===== src/sv/scc_pkg.sv =====
// scc_pkg: types and codes of the command checker.
// Request and result payload structs, state struct, opcodes, sense and action codes.
// No dependencies.
package scc_pkg;

  localparam logic [1:0] MODE_COMMAND = 2'd0;
  localparam logic [1:0] MODE_DONE    = 2'd1;
  localparam logic [1:0] MODE_CARD    = 2'd2;

  localparam logic [7:0] OP_TEST_UNIT_READY = 8'h00;
  localparam logic [7:0] OP_REQUEST_SENSE   = 8'h03;
  localparam logic [7:0] OP_FORMAT_UNIT     = 8'h04;
  localparam logic [7:0] OP_READ6           = 8'h08;
  localparam logic [7:0] OP_WRITE6          = 8'h0A;
  localparam logic [7:0] OP_INQUIRY         = 8'h12;
  localparam logic [7:0] OP_RESERVE         = 8'h16;
  localparam logic [7:0] OP_RELEASE         = 8'h17;
  localparam logic [7:0] OP_SEND_DIAG       = 8'h1D;
  localparam logic [7:0] OP_READ_CAPACITY   = 8'h25;
  localparam logic [7:0] OP_READ10          = 8'h28;
  localparam logic [7:0] OP_WRITE10         = 8'h2A;
  localparam logic [7:0] OP_VERIFY          = 8'h2F;

  localparam logic [2:0] ACT_STATUS   = 3'd0;
  localparam logic [2:0] ACT_READ     = 3'd1;
  localparam logic [2:0] ACT_WRITE    = 3'd2;
  localparam logic [2:0] ACT_VERIFY   = 3'd3;
  localparam logic [2:0] ACT_CAPACITY = 3'd4;
  localparam logic [2:0] ACT_SENSE    = 3'd5;
  localparam logic [2:0] ACT_INQUIRY  = 3'd6;

  localparam logic [1:0] XFER_NONE   = 2'd0;
  localparam logic [1:0] XFER_READ   = 2'd1;
  localparam logic [1:0] XFER_WRITE  = 2'd2;
  localparam logic [1:0] XFER_VERIFY = 2'd3;

  localparam logic [2:0] SK_NONE       = 3'd0;
  localparam logic [2:0] SK_NOT_READY  = 3'd1;
  localparam logic [2:0] SK_MEDIUM     = 3'd2;
  localparam logic [2:0] SK_ILLEGAL    = 3'd3;
  localparam logic [2:0] SK_ATTENTION  = 3'd4;
  localparam logic [2:0] SK_MISCOMPARE = 3'd5;

  localparam logic [2:0] AC_NONE         = 3'd0;
  localparam logic [2:0] AC_LBA_RANGE    = 3'd1;
  localparam logic [2:0] AC_BAD_OPCODE   = 3'd2;
  localparam logic [2:0] AC_NO_MEDIUM    = 3'd3;
  localparam logic [2:0] AC_BAD_LUN      = 3'd4;
  localparam logic [2:0] AC_BECAME_READY = 3'd5;
  localparam logic [2:0] AC_BAD_FIELD    = 3'd6;

  localparam logic [15:0] SIX_BYTE_ZERO_COUNT = 16'd256;

  typedef struct packed {
    logic [1:0]  mode;
    logic [7:0]  opcode;
    logic        is_icd;
    logic [31:0] cdb_front;
    logic [39:0] cdb_back;
    logic        transfer_failed;
    logic        pio_failed;
    logic        card_ready;
    logic        media_changed;
  } req_t;

  typedef struct packed {
    logic [2:0]  action;
    logic        check_condition;
    logic [2:0]  sense_code;
    logic [2:0]  additional_code;
    logic [31:0] start_sector;
    logic [15:0] sectors;
    logic [7:0]  data_length;
    logic [2:0]  unit_number;
    logic [31:0] last_sector;
    logic [15:0] read_fail_count;
    logic [15:0] write_fail_count;
  } rsp_t;

  typedef struct packed {
    logic [2:0]  stored_sense;
    logic [2:0]  stored_additional;
    logic        attention_pending;
    logic        medium_ready;
    logic [1:0]  pending_transfer;
    logic [15:0] read_failures;
    logic [15:0] write_failures;
  } state_t;

endpackage


===== src/sv/scc_decode.sv =====
// scc_decode: single-pass decision logic for one request.
// Runs the lun, ready, attention and range checks and gives the result and next state.
// Depends on scc_pkg.
module scc_decode (
  input  scc_pkg::req_t   req,
  input  scc_pkg::state_t st,
  input  logic [31:0]     capacity,
  output scc_pkg::state_t st_next,
  output scc_pkg::rsp_t   rsp,
  output logic            has_rsp
);

  logic [7:0]  b1, b2, b3, b4, b5, b6, b8, b9;
  logic [2:0]  lun;
  logic        rs_or_inq, six, ten, needs_medium;
  logic [31:0] start;
  logic [15:0] count;
  logic [32:0] end_sum;
  logic        inq_evpd;
  logic [7:0]  inq_len;

  assign b1 = req.cdb_front[31:24];
  assign b2 = req.cdb_front[23:16];
  assign b3 = req.cdb_front[15:8];
  assign b4 = req.cdb_front[7:0];
  assign b5 = req.cdb_back[39:32];
  assign b6 = req.cdb_back[31:24];
  assign b8 = req.cdb_back[15:8];
  assign b9 = req.cdb_back[7:0];

  assign lun       = req.is_icd ? b2[7:5] : b1[7:5];
  assign inq_evpd  = req.is_icd ? b2[0] : b1[0];
  assign inq_len   = req.is_icd ? b5 : b4;
  assign rs_or_inq = (req.opcode == scc_pkg::OP_REQUEST_SENSE) ||
                     (req.opcode == scc_pkg::OP_INQUIRY);
  assign six = (req.opcode == scc_pkg::OP_READ6) || (req.opcode == scc_pkg::OP_WRITE6);
  assign ten = (req.opcode == scc_pkg::OP_READ10) || (req.opcode == scc_pkg::OP_WRITE10) ||
               (req.opcode == scc_pkg::OP_VERIFY);
  assign needs_medium = six || (req.opcode == scc_pkg::OP_READ10) ||
                        (req.opcode == scc_pkg::OP_WRITE10) ||
                        (req.opcode == scc_pkg::OP_FORMAT_UNIT) ||
                        (req.opcode == scc_pkg::OP_READ_CAPACITY);

  always_comb begin
    if (six) begin
      start = {11'd0, b1[4:0], b2, b3};
      count = (b4 == 8'd0) ? scc_pkg::SIX_BYTE_ZERO_COUNT : {8'd0, b4};
    end else begin
      start = {b3, b4, b5, b6};
      count = {b8, b9};
    end
  end

  assign end_sum = {1'b0, start} + {17'd0, count};

  always_comb begin
    st_next = st;
    rsp     = '0;
    has_rsp = 1'b0;
    case (req.mode)
      scc_pkg::MODE_CARD: begin
        st_next.medium_ready = req.card_ready;
        if (req.media_changed) begin
          st_next.attention_pending = 1'b1;
        end
      end
      scc_pkg::MODE_DONE: begin
        if (st.pending_transfer != scc_pkg::XFER_NONE) begin
          has_rsp = 1'b1;
          st_next.pending_transfer = scc_pkg::XFER_NONE;
          st_next.stored_sense = scc_pkg::SK_NONE;
          st_next.stored_additional = scc_pkg::AC_NONE;
          if (st.pending_transfer == scc_pkg::XFER_VERIFY) begin
            if (req.transfer_failed) begin
              st_next.stored_sense = scc_pkg::SK_MISCOMPARE;
              rsp.check_condition = 1'b1;
              rsp.sense_code = scc_pkg::SK_MISCOMPARE;
            end
          end else begin
            if (req.transfer_failed || req.pio_failed) begin
              if (st.pending_transfer == scc_pkg::XFER_READ) begin
                st_next.read_failures = st.read_failures + 16'd1;
              end else begin
                st_next.write_failures = st.write_failures + 16'd1;
              end
            end
            if (req.transfer_failed) begin
              st_next.stored_sense = scc_pkg::SK_MEDIUM;
              rsp.check_condition = 1'b1;
              rsp.sense_code = scc_pkg::SK_MEDIUM;
            end
          end
        end
      end
      scc_pkg::MODE_COMMAND: begin
        has_rsp = 1'b1;
        st_next.pending_transfer = scc_pkg::XFER_NONE;
        rsp.unit_number = lun;
        if (lun != 3'd0 && !rs_or_inq) begin
          rsp.check_condition = 1'b1;
          rsp.sense_code = scc_pkg::SK_ILLEGAL;
          rsp.additional_code = scc_pkg::AC_BAD_LUN;
        end else if (!st.medium_ready && needs_medium) begin
          rsp.check_condition = 1'b1;
          rsp.sense_code = scc_pkg::SK_NOT_READY;
          rsp.additional_code = scc_pkg::AC_NO_MEDIUM;
        end else if (st.attention_pending && !rs_or_inq) begin
          st_next.attention_pending = 1'b0;
          rsp.check_condition = 1'b1;
          rsp.sense_code = scc_pkg::SK_ATTENTION;
          rsp.additional_code = scc_pkg::AC_BECAME_READY;
        end else if (six || ten) begin
          if (count != 16'd0 && end_sum > {1'b0, capacity}) begin
            rsp.check_condition = 1'b1;
            rsp.sense_code = scc_pkg::SK_ILLEGAL;
            rsp.additional_code = scc_pkg::AC_LBA_RANGE;
          end else begin
            if (req.opcode == scc_pkg::OP_READ6 || req.opcode == scc_pkg::OP_READ10) begin
              rsp.action = scc_pkg::ACT_READ;
              st_next.pending_transfer = scc_pkg::XFER_READ;
            end else if (req.opcode == scc_pkg::OP_VERIFY) begin
              rsp.action = scc_pkg::ACT_VERIFY;
              st_next.pending_transfer = scc_pkg::XFER_VERIFY;
            end else begin
              rsp.action = scc_pkg::ACT_WRITE;
              st_next.pending_transfer = scc_pkg::XFER_WRITE;
            end
            rsp.start_sector = start;
            rsp.sectors = count;
          end
        end else begin
          unique case (req.opcode)
            scc_pkg::OP_TEST_UNIT_READY, scc_pkg::OP_SEND_DIAG,
            scc_pkg::OP_RESERVE, scc_pkg::OP_RELEASE: begin
              if (!st.medium_ready) begin
                rsp.check_condition = 1'b1;
                rsp.sense_code = scc_pkg::SK_NOT_READY;
                rsp.additional_code = scc_pkg::AC_NO_MEDIUM;
              end
            end
            scc_pkg::OP_FORMAT_UNIT: begin
            end
            scc_pkg::OP_READ_CAPACITY: begin
              rsp.action = scc_pkg::ACT_CAPACITY;
              rsp.last_sector = capacity - 32'd1;
            end
            scc_pkg::OP_REQUEST_SENSE: begin
              st_next.attention_pending = 1'b0;
              rsp.action = scc_pkg::ACT_SENSE;
              rsp.data_length = b4;
              if (lun != 3'd0) begin
                rsp.sense_code = scc_pkg::SK_ILLEGAL;
                rsp.additional_code = scc_pkg::AC_BAD_LUN;
              end else if (st.attention_pending) begin
                rsp.sense_code = scc_pkg::SK_NONE;
                rsp.additional_code = scc_pkg::AC_NONE;
              end else begin
                rsp.sense_code = st.stored_sense;
                rsp.additional_code = st.stored_additional;
              end
            end
            scc_pkg::OP_INQUIRY: begin
              st_next.attention_pending = 1'b0;
              if (inq_evpd) begin
                rsp.check_condition = 1'b1;
                rsp.sense_code = scc_pkg::SK_ILLEGAL;
                rsp.additional_code = scc_pkg::AC_BAD_FIELD;
              end else begin
                rsp.action = scc_pkg::ACT_INQUIRY;
                rsp.data_length = inq_len;
              end
            end
            default: begin
              rsp.check_condition = 1'b1;
              rsp.sense_code = scc_pkg::SK_ILLEGAL;
              rsp.additional_code = scc_pkg::AC_BAD_OPCODE;
            end
          endcase
        end
        // transfer starts leave the stored sense alone, request sense clears it, everything else stores its result
        if (rsp.action != scc_pkg::ACT_READ && rsp.action != scc_pkg::ACT_WRITE &&
            rsp.action != scc_pkg::ACT_VERIFY) begin
          if (rsp.action == scc_pkg::ACT_SENSE) begin
            st_next.stored_sense = scc_pkg::SK_NONE;
            st_next.stored_additional = scc_pkg::AC_NONE;
          end else begin
            st_next.stored_sense = rsp.sense_code;
            st_next.stored_additional = rsp.additional_code;
          end
        end
      end
      default: begin
      end
    endcase
    rsp.read_fail_count  = st_next.read_failures;
    rsp.write_fail_count = st_next.write_failures;
  end

endmodule


===== src/sv/scsi_command_check_and_sense.sv =====
// scsi_command_check_and_sense: top level of the scsi target command checker.
// Request register, target state, capacity register and result register around scc_decode.
// Depends on scc_pkg and scc_decode.
//
//  channel  signals                          payload
//  in       in_valid / in_ready              in_data   (scc_pkg::req_t)
//  out      out_valid / out_ready            out_data  (scc_pkg::rsp_t)
//  cfg      cfg_valid / cfg_ready            cfg_data  (capacity in sectors)
//
// a request is registered, decided combinationally and its result registered,
// one request per cycle sustained while out_ready does not stall the result register
// the decision stage moves whenever the result register is empty or being taken
// requests that give no result still pass through the decision stage and update state
// rst clears state, capacity and both valid flags; cfg_ready is always high
module scsi_command_check_and_sense (
  input  logic                clk,
  input  logic                rst,
  input  logic                in_valid,
  output logic                in_ready,
  input  scc_pkg::req_t       in_data,
  output logic                out_valid,
  input  logic                out_ready,
  output scc_pkg::rsp_t       out_data,
  input  logic                cfg_valid,
  output logic                cfg_ready,
  input  logic [31:0]         cfg_data
);

  logic            req_valid;
  scc_pkg::req_t   req;
  scc_pkg::state_t st;
  scc_pkg::state_t st_next;
  logic [31:0]     capacity;
  scc_pkg::rsp_t   rsp;
  logic            has_rsp;
  logic            advance;

  scc_decode u_decode (
    .req      (req),
    .st       (st),
    .capacity (capacity),
    .st_next  (st_next),
    .rsp      (rsp),
    .has_rsp  (has_rsp)
  );

  assign advance   = req_valid && (!out_valid || out_ready);
  assign in_ready  = !req_valid || advance;
  assign cfg_ready = 1'b1;

  always_ff @(posedge clk) begin
    if (rst) begin
      req_valid <= 1'b0;
    end else if (in_ready) begin
      req_valid <= in_valid;
    end
  end

  always_ff @(posedge clk) begin
    if (in_valid && in_ready) begin
      req <= in_data;
    end
  end

  always_ff @(posedge clk) begin
    if (rst) begin
      st <= '0;
    end else if (advance) begin
      st <= st_next;
    end
  end

  always_ff @(posedge clk) begin
    if (rst) begin
      capacity <= '0;
    end else if (cfg_valid && cfg_ready) begin
      capacity <= cfg_data;
    end
  end

  always_ff @(posedge clk) begin
    if (rst) begin
      out_valid <= 1'b0;
    end else if (advance) begin
      out_valid <= has_rsp;
    end else if (out_ready) begin
      out_valid <= 1'b0;
    end
  end

  always_ff @(posedge clk) begin
    if (advance && has_rsp) begin
      out_data <= rsp;
    end
  end

endmodule


===== config.mk =====
export PLATFORM = sky130hd
export DESIGN_NAME = scsi_command_check_and_sense
export DESIGN_NICKNAME = d
export VERILOG_FILES = /design/src/sv/scc_pkg.sv /design/src/sv/scc_decode.sv /design/src/sv/scsi_command_check_and_sense.sv
export SDC_FILE = /design/constraint.sdc
export NUM_CORES = 1
export LEC_CHECK = 0
export BUFFER_PORTS_ARGS = -buffer_cell sky130_fd_sc_hd__buf_2
export CELL_PAD_IN_SITES_DETAIL_PLACEMENT = 1
export CELL_PAD_IN_SITES_GLOBAL_PLACEMENT = 2
export CORE_AREA = 10 10 190 237
export DETAILED_ROUTE_END_ITERATION = 8
export DIE_AREA = 0 0 200 247
export HOLD_SLACK_MARGIN = 0.15
export MAX_ROUTING_LAYER = met4
export PLACE_DENSITY = 0.78
export SETUP_SLACK_MARGIN = 0.5
export SYNTH_ARGS = -nofsm -noshare
export SYNTH_HDL_FRONTEND = slang
export SYNTH_SLANG_ARGS = --single-unit

===== constraint.sdc =====
create_clock -name clk -period 20.5 [get_ports clk]
set_input_delay 4.1 -clock clk [delete_from_list [all_inputs] [get_ports clk]]
set_output_delay 4.1 -clock clk [all_outputs]
set_load 0.02 [all_outputs]

After elaboration in Yosys (flattened, before gate mapping)
Cells that the tools add are included.
{"block": "word_totals", "wordCells": 176, "reg_bits": 296}
{"block": "op_classes", "muxes": 65, "n_reduce_logical": 46, "bitwise": 3, "addsub": 4, "n_lt_le_gt_ge": 1, "eq_ne": 27}
{"op": "32-bit two-way mux", "n": 4}
{"op": "16-bit two-way mux", "n": 3}
{"op": "7-bit two-way mux", "n": 6}
{"op": "34-bit two-way mux", "n": 1}
{"op": "32-bit by 16-bit adder with 33-bit output", "n": 1}
{"op": "33-bit by 32-bit greater-than comparator with 1-bit output", "n": 1}
{"op": "16-bit by 1-bit adder with 16-bit output (second input constant)", "n": 2}
{"op": "8-bit by 5-bit equality test with 1-bit output (second input constant)", "n": 4}
{"op": "8-bit by 6-bit equality test with 1-bit output (second input constant)", "n": 4}
{"op": "32-bit by 1-bit subtractor with 32-bit output (second input constant)", "n": 1}
{"op": "6-bit two-way mux", "n": 5}
{"op": "3-bit two-way mux", "n": 9}
{"op": "6-bit case mux with 4 select lines", "n": 1}
{"op": "8-bit by 4-bit equality test with 1-bit output (second input constant)", "n": 2}
{"op": "8-bit zero test", "n": 2}
{"op": "2-bit two-way mux", "n": 8}
{"op": "4-bit two-way mux", "n": 4}
{"op": "8-bit two-way mux", "n": 2}
{"op": "8-bit case mux with 2 select lines", "n": 1}
{"op": "16-bit nonzero test", "n": 1}
{"op": "1-bit logical OR", "n": 13}
{"op": "1-bit two-way mux", "n": 12}
{"op": "3-bit by 2-bit != test with 1-bit output (second input constant)", "n": 4}
{"op": "6-bit case mux with 2 select lines", "n": 1}
{"op": "other kinds (30)", "n": 54}

Longest topological paths before layout
Gate-level depths: netlist (run 1).
{"block": "logic_depth", "ltp_word": 17, "ltp_mapped": 30, "depth_no_buf": 23}

Modules after synthesis
From an unflattened synthesis (run 1), not the netlist that was laid out.
{"block": "hier_totals", "hier_cells": 1395, "hier_area_um2": 15169.5}
{"module": "scsi_command_check_and_sense", "area_per_inst_um2": 9756.9, "cells_per_inst": 520, "seq_area_each_um2": 8127.8, "n_inst": 1}
{"module": "scc_decode", "area_per_inst_um2": 5412.7, "cells_per_inst": 875, "seq_area_each_um2": 0.0, "n_inst": 1}

Least setup slack after synthesis (run 1)
Ideal clock, no wire load.
{"block": "synth_timing", "path_type": "input to register", "startpoint": "input out_ready", "endpoint": "register st[39] (netlist name)", "cell_stages": 6, "n_path_buf": 0, "setup_slack_ns": 3.612, "arrival_ns": 16.739, "path_cell_list": "nand2b_1 > nand2_1 > a211oi_1 > inv_1 > nor2_1 > a311oi_2"}
{"block": "synth_between", "elab_chain_len": 3}
{"item": "from (decl)", "line_no": "scsi_command_check_and_sense.sv:22", "text": "input logic out_ready,"}
{"item": "1-bit logical OR", "line_no": "scsi_command_check_and_sense.sv:47", "text": "assign advance = req_valid && (!out_valid || out_ready);"}
{"item": "1-bit logical AND", "line_no": "scsi_command_check_and_sense.sv:47"}
{"item": "4-bit AND reduction (no line)"}
No other way between the ends.
A chain may end at the register's enable or synchronous reset.

Final worst setup path (run 1)
{"block": "layout_timing", "startpoint": "input out_ready", "endpoint": "output in_ready"}
{"block": "layout_between", "elab_chain_len": 3}
{"item": "1-bit logical OR", "line_no": "scsi_command_check_and_sense.sv:47"}
{"item": "1-bit logical AND", "line_no": "scsi_command_check_and_sense.sv:47"}
{"item": "1-bit logical OR", "line_no": "scsi_command_check_and_sense.sv:48", "text": "assign in_ready = !req_valid || advance;"}
{"item": "to (decl)", "line_no": "scsi_command_check_and_sense.sv:19", "text": "output logic in_ready,"}
No other way between the ends.

==> results of run 1 <==
## final cells by class
class,count,share of cell area (%)
Clock buffer,39,4.97
Tap cell,552,4.00
Antenna cell,3,0.0435
Sequential cell,288,45.7
Inverter,46,1.00
Clock inverter,19,1.58
Timing Repair Buffer,258,7.60
Multi-Input combinational cell,947,35.1
## worst max-delay path by stage
stage,startpoint,to,slack (ns),cells after the start
2_1_floorplan,out_ready,st[39],3.61,6
4_1_cts,out_ready,in_ready,11.82,3
3_3_place_gp,out_ready,in_ready,11.83,3
5_1_grt,out_ready,in_ready,11.79,3
6_report,out_ready,in_ready,11.82,3
3_5_place_dp,out_ready,in_ready,11.82,3
## worst reg2reg max path: cells and delay by family (launching register included)
kind | cells | cell delay, ns
buffers and inverters | 1 | 0.35
AND/OR/NAND/NOR | 13 | 3.91
XOR/XNOR | 1 | 0.17
flip-flops | 1 | 0.58
AO/OA/AOI/OAI | 5 | 0.92
adder cells (fa/ha/maj) | 3 | 0.78
## sequential cells by signal, indices dropped and copies added (netlist names)
name / count
req_valid: 1
capacity: 32
req: 79
st: 42
out_data: 133
out_valid: 1
## kinds of logic (layout without fill, tap and decap cells)
kind of cell	after synthesis	in the layout	share of synthesized area (%)
xor gates and xnor gates	111	111	6.76
buffers and inverters	99	362	3.11
muxes	44	44	3.09
other	1	4	0.0261
and+or+nand+nor	552	552	19.3
adders and majority gates	52	52	4.58
DFF	288	288	54.9
AOI/OAI and AO/OA	187	187	8.24
## placed cells by master, fill, tap and decap left out, drive strengths merged, types with 8 or more instances in the layout
cell	synthesis	layout
buf	28	258
edfxtp	212	212
nor2	164	164
nand2	156	156
dfxtp	76	76
a21oi	73	73
xnor2	60	60
xor2	51	51
ha	51	51
inv	46	49
o21ai	46	46
and3	43	43
nand3	43	43
mux2i	41	41
clkbuf	25	39
nor3	29	29
nand4	24	24
and2	18	18
nor4	18	18
nor2b	10	10
a211oi	10	10
nand2b	9	9
a22oi	9	9
clkinv	0	9
a21o	8	8
## routing by layer
metal	wire, µm	track usage, %
met1	19000	21.8
met2	22100	30.9
met4	1010	4.77
met5	0	-
met3	2030	2.97
## power by group through the flow
stage / Combinational [mW] / Sequential, mW / Clock [mW]
finish: 0.136 / 0.655 / 0.621
global route: 0.155 / 0.657 / 0.661
CTS: 0.139 / 0.655 / 0.637
detailed placement: 0.138 / 0.668 / 0
global placement: 0.134 / 0.667 / 0
floorplan: 0.0949 / 0.663 / 0
==> summary.md, run 1 <==
| Metric | Value |
|---|---|
| Port bufs | `250` |
| Seq pwr share | `roughly 46%` |
| ANT nets after route | `0` |
| Rel. slew slack | `30.5%` |
| Hpwl dp | `about 34 mm` |
| Share of cells above drive strength 1 | `around 22%` |
| Final core occ | `42.5%` |
| Hold path depth | `2` |
| Top cells by area, synth | `edfxtp_1, dfxtp_1, ha_1` |
| Synth cell types | `85` |
| Outcome | `complete, no violations` |
| Top_reg_cell synth | `edfxtp_1` |
| Dpl cells | `2091` |
| Number of synthesized flops with an enable pin | `212` |
| FFs w/ async S/R, synth | `0%` |
| Total negative slack | `0 ns` |
| Area of the die | `49400 µm²` |
| Placed Area | `roughly 16000 µm²` |
| Initial antenna violation count | `6` |
| Yosys reg bits | `around 290` |
| Vias/cell | `4.99` |
| Reg area | `between 7000 and 8000 µm²` |
| Syn nets | `1510` |
| Crit Reg-Reg Startpoint | `req[77]` |
| Final WL | `44.2 mm` |
| Worst-path maximum fanout | `3` |
| Placer Congestion | `0.878` |
| H-Tree Depth | `1` |
| Cell Chain, Critical Path | `buf_2 > nand3b_1 > buf_2` |
| Total core area | `40600 µm²` |
| Drt drc | `0` |
| Post-Layout Cell Count | `2152` |
| Most frequent CP cell | `buf_2` |
| Most common cell in the netlist | `edfxtp_1` |
| Initial core utilization | `about 35%` |
| Fin nets | `between 1500 and 2000` |
| Final Worst Setup Slack | `between 10 and 15 ns` |
| Buf+Inv Stages, Crit Path | `2` |
| Max_cap viols | `0` |
| Largest net degree at the start of global routing | `67` |
| Hold crit path type | `reg2reg` |
| Leak | `7.24 nW` |
| Worst Path Required | `approximately 16 ns` |
| Via count | `10700` |
| Reg2Reg Capture Point | `out_data[76]` |
| Hold slack | `around 0.5 ns` |
| Max stage delay on crit path | `0.19 ns` |
| Worst-Margin Slew | `1.04 ns` |
| Design Power | `1.41 mW` |
| Crit path max-delay cell type | `nand3b_1` |
| IO Pins | `260` |
| Final hold violation count | `0` |
| Gr ovfl total | `0` |
| Post-CTS sizing | `0` |
| Reg2Reg Setup Slack | `13.63 ns` |
| Global-route wire length before repair | `67.9 mm` |
| Most frequent cells after synthesis | `edfxtp_1, nor2_1, nand2_1, dfxtp_1, a21oi_1` |
| Psw | `0.345 mW` |
| CTS tree | `built` |
| Hold Path End | `st[37]` |
| Switching share of total power | `24.4%` |
| Top-area cell type share of the netlist area | `approximately 44%` |
| # clock sinks | `288` |
| Clock latency on the worst-skew pair | `0.60 ns` |
| CTS max path bufs | `3` |
| RSZ-0062 raised after global routing | `false` |
| Post-Synthesis Cells | `between 1000 and 1500` |
| Chip Width | `200 µm` |
| Hold-fix buffers, CTS | `0` |
| Vias in the first global route | `11600` |
| Delay-heaviest family, CP | `buffers and inverters` |
| CTS Root Cell | `clkbuf_16` |
| # Post-CTS Setup Buffers | `0` |
| Startpoint Class | `input pin` |
| Die H | `247 µm` |
| Peak VDD IR | `0.0712 mV` |
| FMAX | `115 MHz` |
| Sequential share of the synthesized area | `54.9%` |
| Power density cells | `81.8 nW/µm²` |
| Fill count | `4506` |
| Mean Syn Cell Area | `10.8 µm²` |
| DR iter-0 viols | `around 570` |
| Clock slew at reported path FFs | `0.06 ns` |
| Dominant cell type by area after synthesis | `edfxtp_1` |
| Worst R2R Path Depth | `23` |
| Clock buffer count from CTS | `31` |
| Tot GR Track Use | `18.1%` |
| Arrival @ worst endpoint | `4.58 ns` |
| Post-layout instance area | `17300 µm²` |
| Final setup viols | `0` |
| Multi-input logic area | `approximately 6100 µm²` |
| Row count | `83` |
| Synthesized area | `14400 µm²` |
| Setup crit end kind | `primary output` |
| Final period demand of the worst path | `8.68 ns` |
| Clock power share | `44.0%` |
| Yosys warns | `0` |
| Pre-CTS setup slack | `11.82 ns` |
| Area grow syn2layout | `20.1%` |
| Hold Path Origin | `st[37]` |
| Crit share post-route | `approximately 42%` |
| Final count of pins violating max slew | `0` |
| Worst Skew | `0.00881 ns` |
| Wirelength per Cell | `20.5 µm` |
| Drt first pass iters | `4` |
| Crit Path Class | `in2out` |
| Combinational share of power | `9.6%` |
| Internal | `1.07 mW` |
Note: power is estimated with default switching activity, not from simulation.
==> inputs of run 2 (changes only) <==
==> constraint.sdc (replaced) <==
create_clock -name clk -period 9.1 [get_ports clk]
set_input_delay 1.82 -clock clk [delete_from_list [all_inputs] [get_ports clk]]
set_output_delay 1.82 -clock clk [all_outputs]
set_load 0.02 [all_outputs]
==> run 2 against run 1 <==
Effect of this change: critical path depth is 20 higher; core utilization about the same; clock skew rose by 0.0038 ns; critical path type is now reg2reg; sequential cell count unchanged; sequential power rose by 130%; largest power group unchanged; power grew 120%; final area barely moved; critical endpoint is now out_data[123]; global-route usage about the same.
==> summary.md, run 2 (synthesis gave the netlist of run 1 again) <==
| Metric | Value |
|---|---|
| Outcome | `complete, no violations` |
| CTS Root Cell | `clkbuf_16` |
| Delay-heaviest family, CP | `simple AND/OR/NAND/NOR gates` |
| Worst-path maximum fanout | `38 (+35)` |
| Area of the die | `49400 µm² (unchanged)` |
| Placer Congestion | `0.872 (-0.72%)` |
| Wirelength per Cell | `20.5 µm (about the same)` |
| Worst Path Required | `9.36 ns (-7.04 ns)` |
| CTS tree | `built` |
| Buf+Inv Stages, Crit Path | `1 (-1)` |
| CTS max path bufs | `3 (unchanged)` |
| Gr ovfl total | `0 (unchanged)` |
| Clock buffer count from CTS | `34 (+9.7%)` |
| Total negative slack | `0 ns (unchanged)` |
| Largest regs | `out_data: 133 flops, req: 79 flops, st: 42 flops` |
| Final period demand of the worst path | `~6.8 ns` |
| Global-route wire length before repair | `67.4 mm (-0.81%)` |
| Final core occ | `42.5% (about the same)` |
| Max_cap viols | `0 (unchanged)` |
| IO Pins | `260 (unchanged)` |
| Port bufs | `250 (unchanged)` |
| Fill count | `4570 (+1.4%)` |
| Arrival @ worst endpoint | `7.05 ns (+2.47 ns)` |
| Cell Chain, Critical Path | `nor4b_4 > nand2_2 > buf_4 > nand2_1 > nand2_1 > ha_1 > o21ai_1 > o21ai_0 > a21oi_1 > nor4b_1 > or2_1 > nand4_1 > xor2_1 > nor2_1 > ha_1 > a21oi_1 > o21ai_0 > nor4_1 > nand4_1 > o21ai_2 > a21oi_1 > nor3_1 > nor2_1` |
| Crit share post-route | `74.7%` |
| Commonest non-fill, non-tap cells in the layout | `buf_2, edfxtp_1, nor2_1, nand2_1, dfxtp_1` |
| # clock sinks | `288 (unchanged)` |
| Final hold violation count | `0 (unchanged)` |
| Peak VDD IR | `0.119 mV (+68%)` |
| H-Tree Depth | `2 (+1)` |
| Initial antenna violation count | `4 (-2)` |
| Final WL | `44.3 mm (+0.27%)` |
| Drt first pass iters | `4 (unchanged)` |
| Crit path max-delay cell type | `edfxtp_1` |
| Max FFs per register | `133 (unchanged)` |
| Area grow syn2layout | `20.0% (about the same)` |
| Initial core utilization | `35.4% (unchanged)` |
| Post-CTS sizing | `0 (unchanged)` |
| ANT nets after route | `0 (unchanged)` |
| Worst Skew | `0.0127 ns (+0.00384 ns)` |
| Share of cells above drive strength 1 | `22.1% (-0.24 points)` |
| Most common cell after layout, fill and taps aside | `buf_2` |
| Die H | `247 µm (unchanged)` |
| Chip Width | `200 µm (unchanged)` |
| Hold-fix buffers, CTS | `0 (unchanged)` |
| Most frequent CP cell | `a21oi_1` |
| Startpoint Class | `register` |
| Final count of pins violating max slew | `0 (unchanged)` |
| Fin nets | `1752 (+0.23%)` |
| Post-layout instance area | `17300 µm² (about the same)` |
| # Post-CTS Setup Buffers | `0 (unchanged)` |
| Largest net degree at the start of global routing | `71 (+6.0%)` |
| Power density cells | `183 nW/µm² (+120%)` |
| Drt drc | `0 (unchanged)` |
| Hpwl dp | `33.6 mm (-0.27%)` |
| Final setup viols | `0 (unchanged)` |
| Total core area | `40600 µm² (unchanged)` |
| Vias in the first global route | `11400 (-1.3%)` |
| Top reg by flops | `out_data` |
| Via count | `10800 (+0.82%)` |
| Vias/cell | `5.03 (+0.63%)` |
| Max stage delay on crit path | `0.57 ns (+0.38 ns)` |
| Clock latency on the worst-skew pair | `0.53 ns (-0.07 ns)` |
| Setup crit end kind | `register` |
| FMAX | `147 MHz` |
| Worst-Margin Slew | `1.03 ns (-0.0155 ns)` |
| Row count | `83 (unchanged)` |
| Tot GR Track Use | `18.2% (+0.031 points)` |
| DR iter-0 viols | `439 (-24%)` |
| Clock slew at reported path FFs | `0.06 ns (about the same)` |
| Crit Path Class | `reg2reg` |
| RSZ-0062 raised after global routing | `false` |
| Leak | `7.24 nW (-0.10%)` |
| Placed Area | `16100 µm² (about the same)` |
| Hold crit path type | `reg2reg` |
| Rel. slew slack | `31.6% (+1.0 points)` |
run 2: where the power goes:
| group | switching (mW) | internal, mW | leakage (nW) |
|---|---|---|---|
| clock network | 0.555 | 0.823 | 0.544 |
| logic | 0.184 | 0.126 | 3.82 |
| registers | 0.0384 | 1.44 | 2.88 |
run 2: worst paths after layout:
check,startpoint,endpoint,slack [ns],cells after the start
setup / recovery,req[77],out_data[123],2.31,23
hold / removal,st[37],st[37],0.49,2
setup reg to reg,req[77],out_data[123],2.31,23
hold reg to reg,st[37],st[37],0.49,2
run 2: per-layer routing:
metal  up-vias  track usage, %  routed length (µm)
met1      5259            22.1               19200
met5         -               -                   0
met2       259            30.3               22000
met3        58            3.29                2160
li1       5261               -                   -
met4         0            4.97                 886
run 2: stage by stage:
step / std cells / setup WS, ns / total power [mW] / hold slack (ns)
after floorplan: 1334 / 2.27 / 1.70 / 0.450
after global placement: 2092 / 2.27 / 1.81 / 0.470
after detailed placement: 2092 / 2.21 / 1.82 / 0.480
after CTS: 2153 / 2.20 / 3.20 / 0.489
after global routing: 2156 / 1.65 / 3.30 / 0.516
final: 2156 / 2.31 / 3.16 / 0.487
run 2: final cells by class:
cell class | instances | area [µm²] | share of cell area [%]
Tap cell | 552 | 691 | 4.00
Sequential cell | 288 | 7890 | 45.7
Timing Repair Buffer | 259 | 1320 | 7.64
Clock buffer | 41 | 898 | 5.21
Multi-Input combinational cell | 947 | 6060 | 35.1
Inverter | 46 | 173 | 1.00
Clock inverter | 20 | 216 | 1.25
Antenna cell | 3 | 7.51 | 0.0435
run 2: worst register-to-register path, stage by stage, from the launching register on:
cell and delay, ns:
edfxtp_1 0.57, nor4b_4 0.46, nand2_2 0.35, buf_4 0.41
nand2_1 0.14, nand2_1 0.13, ha_1 0.44, o21ai_1 0.10
o21ai_0 0.21, a21oi_1 0.16, nor4b_1 0.53, or2_1 0.39
nand4_1 0.16, xor2_1 0.18, nor2_1 0.12, ha_1 0.26
a21oi_1 0.12, o21ai_0 0.11, nor4_1 0.44, nand4_1 0.17
o21ai_2 0.36, a21oi_1 0.24, nor3_1 0.40, nor2_1 0.11
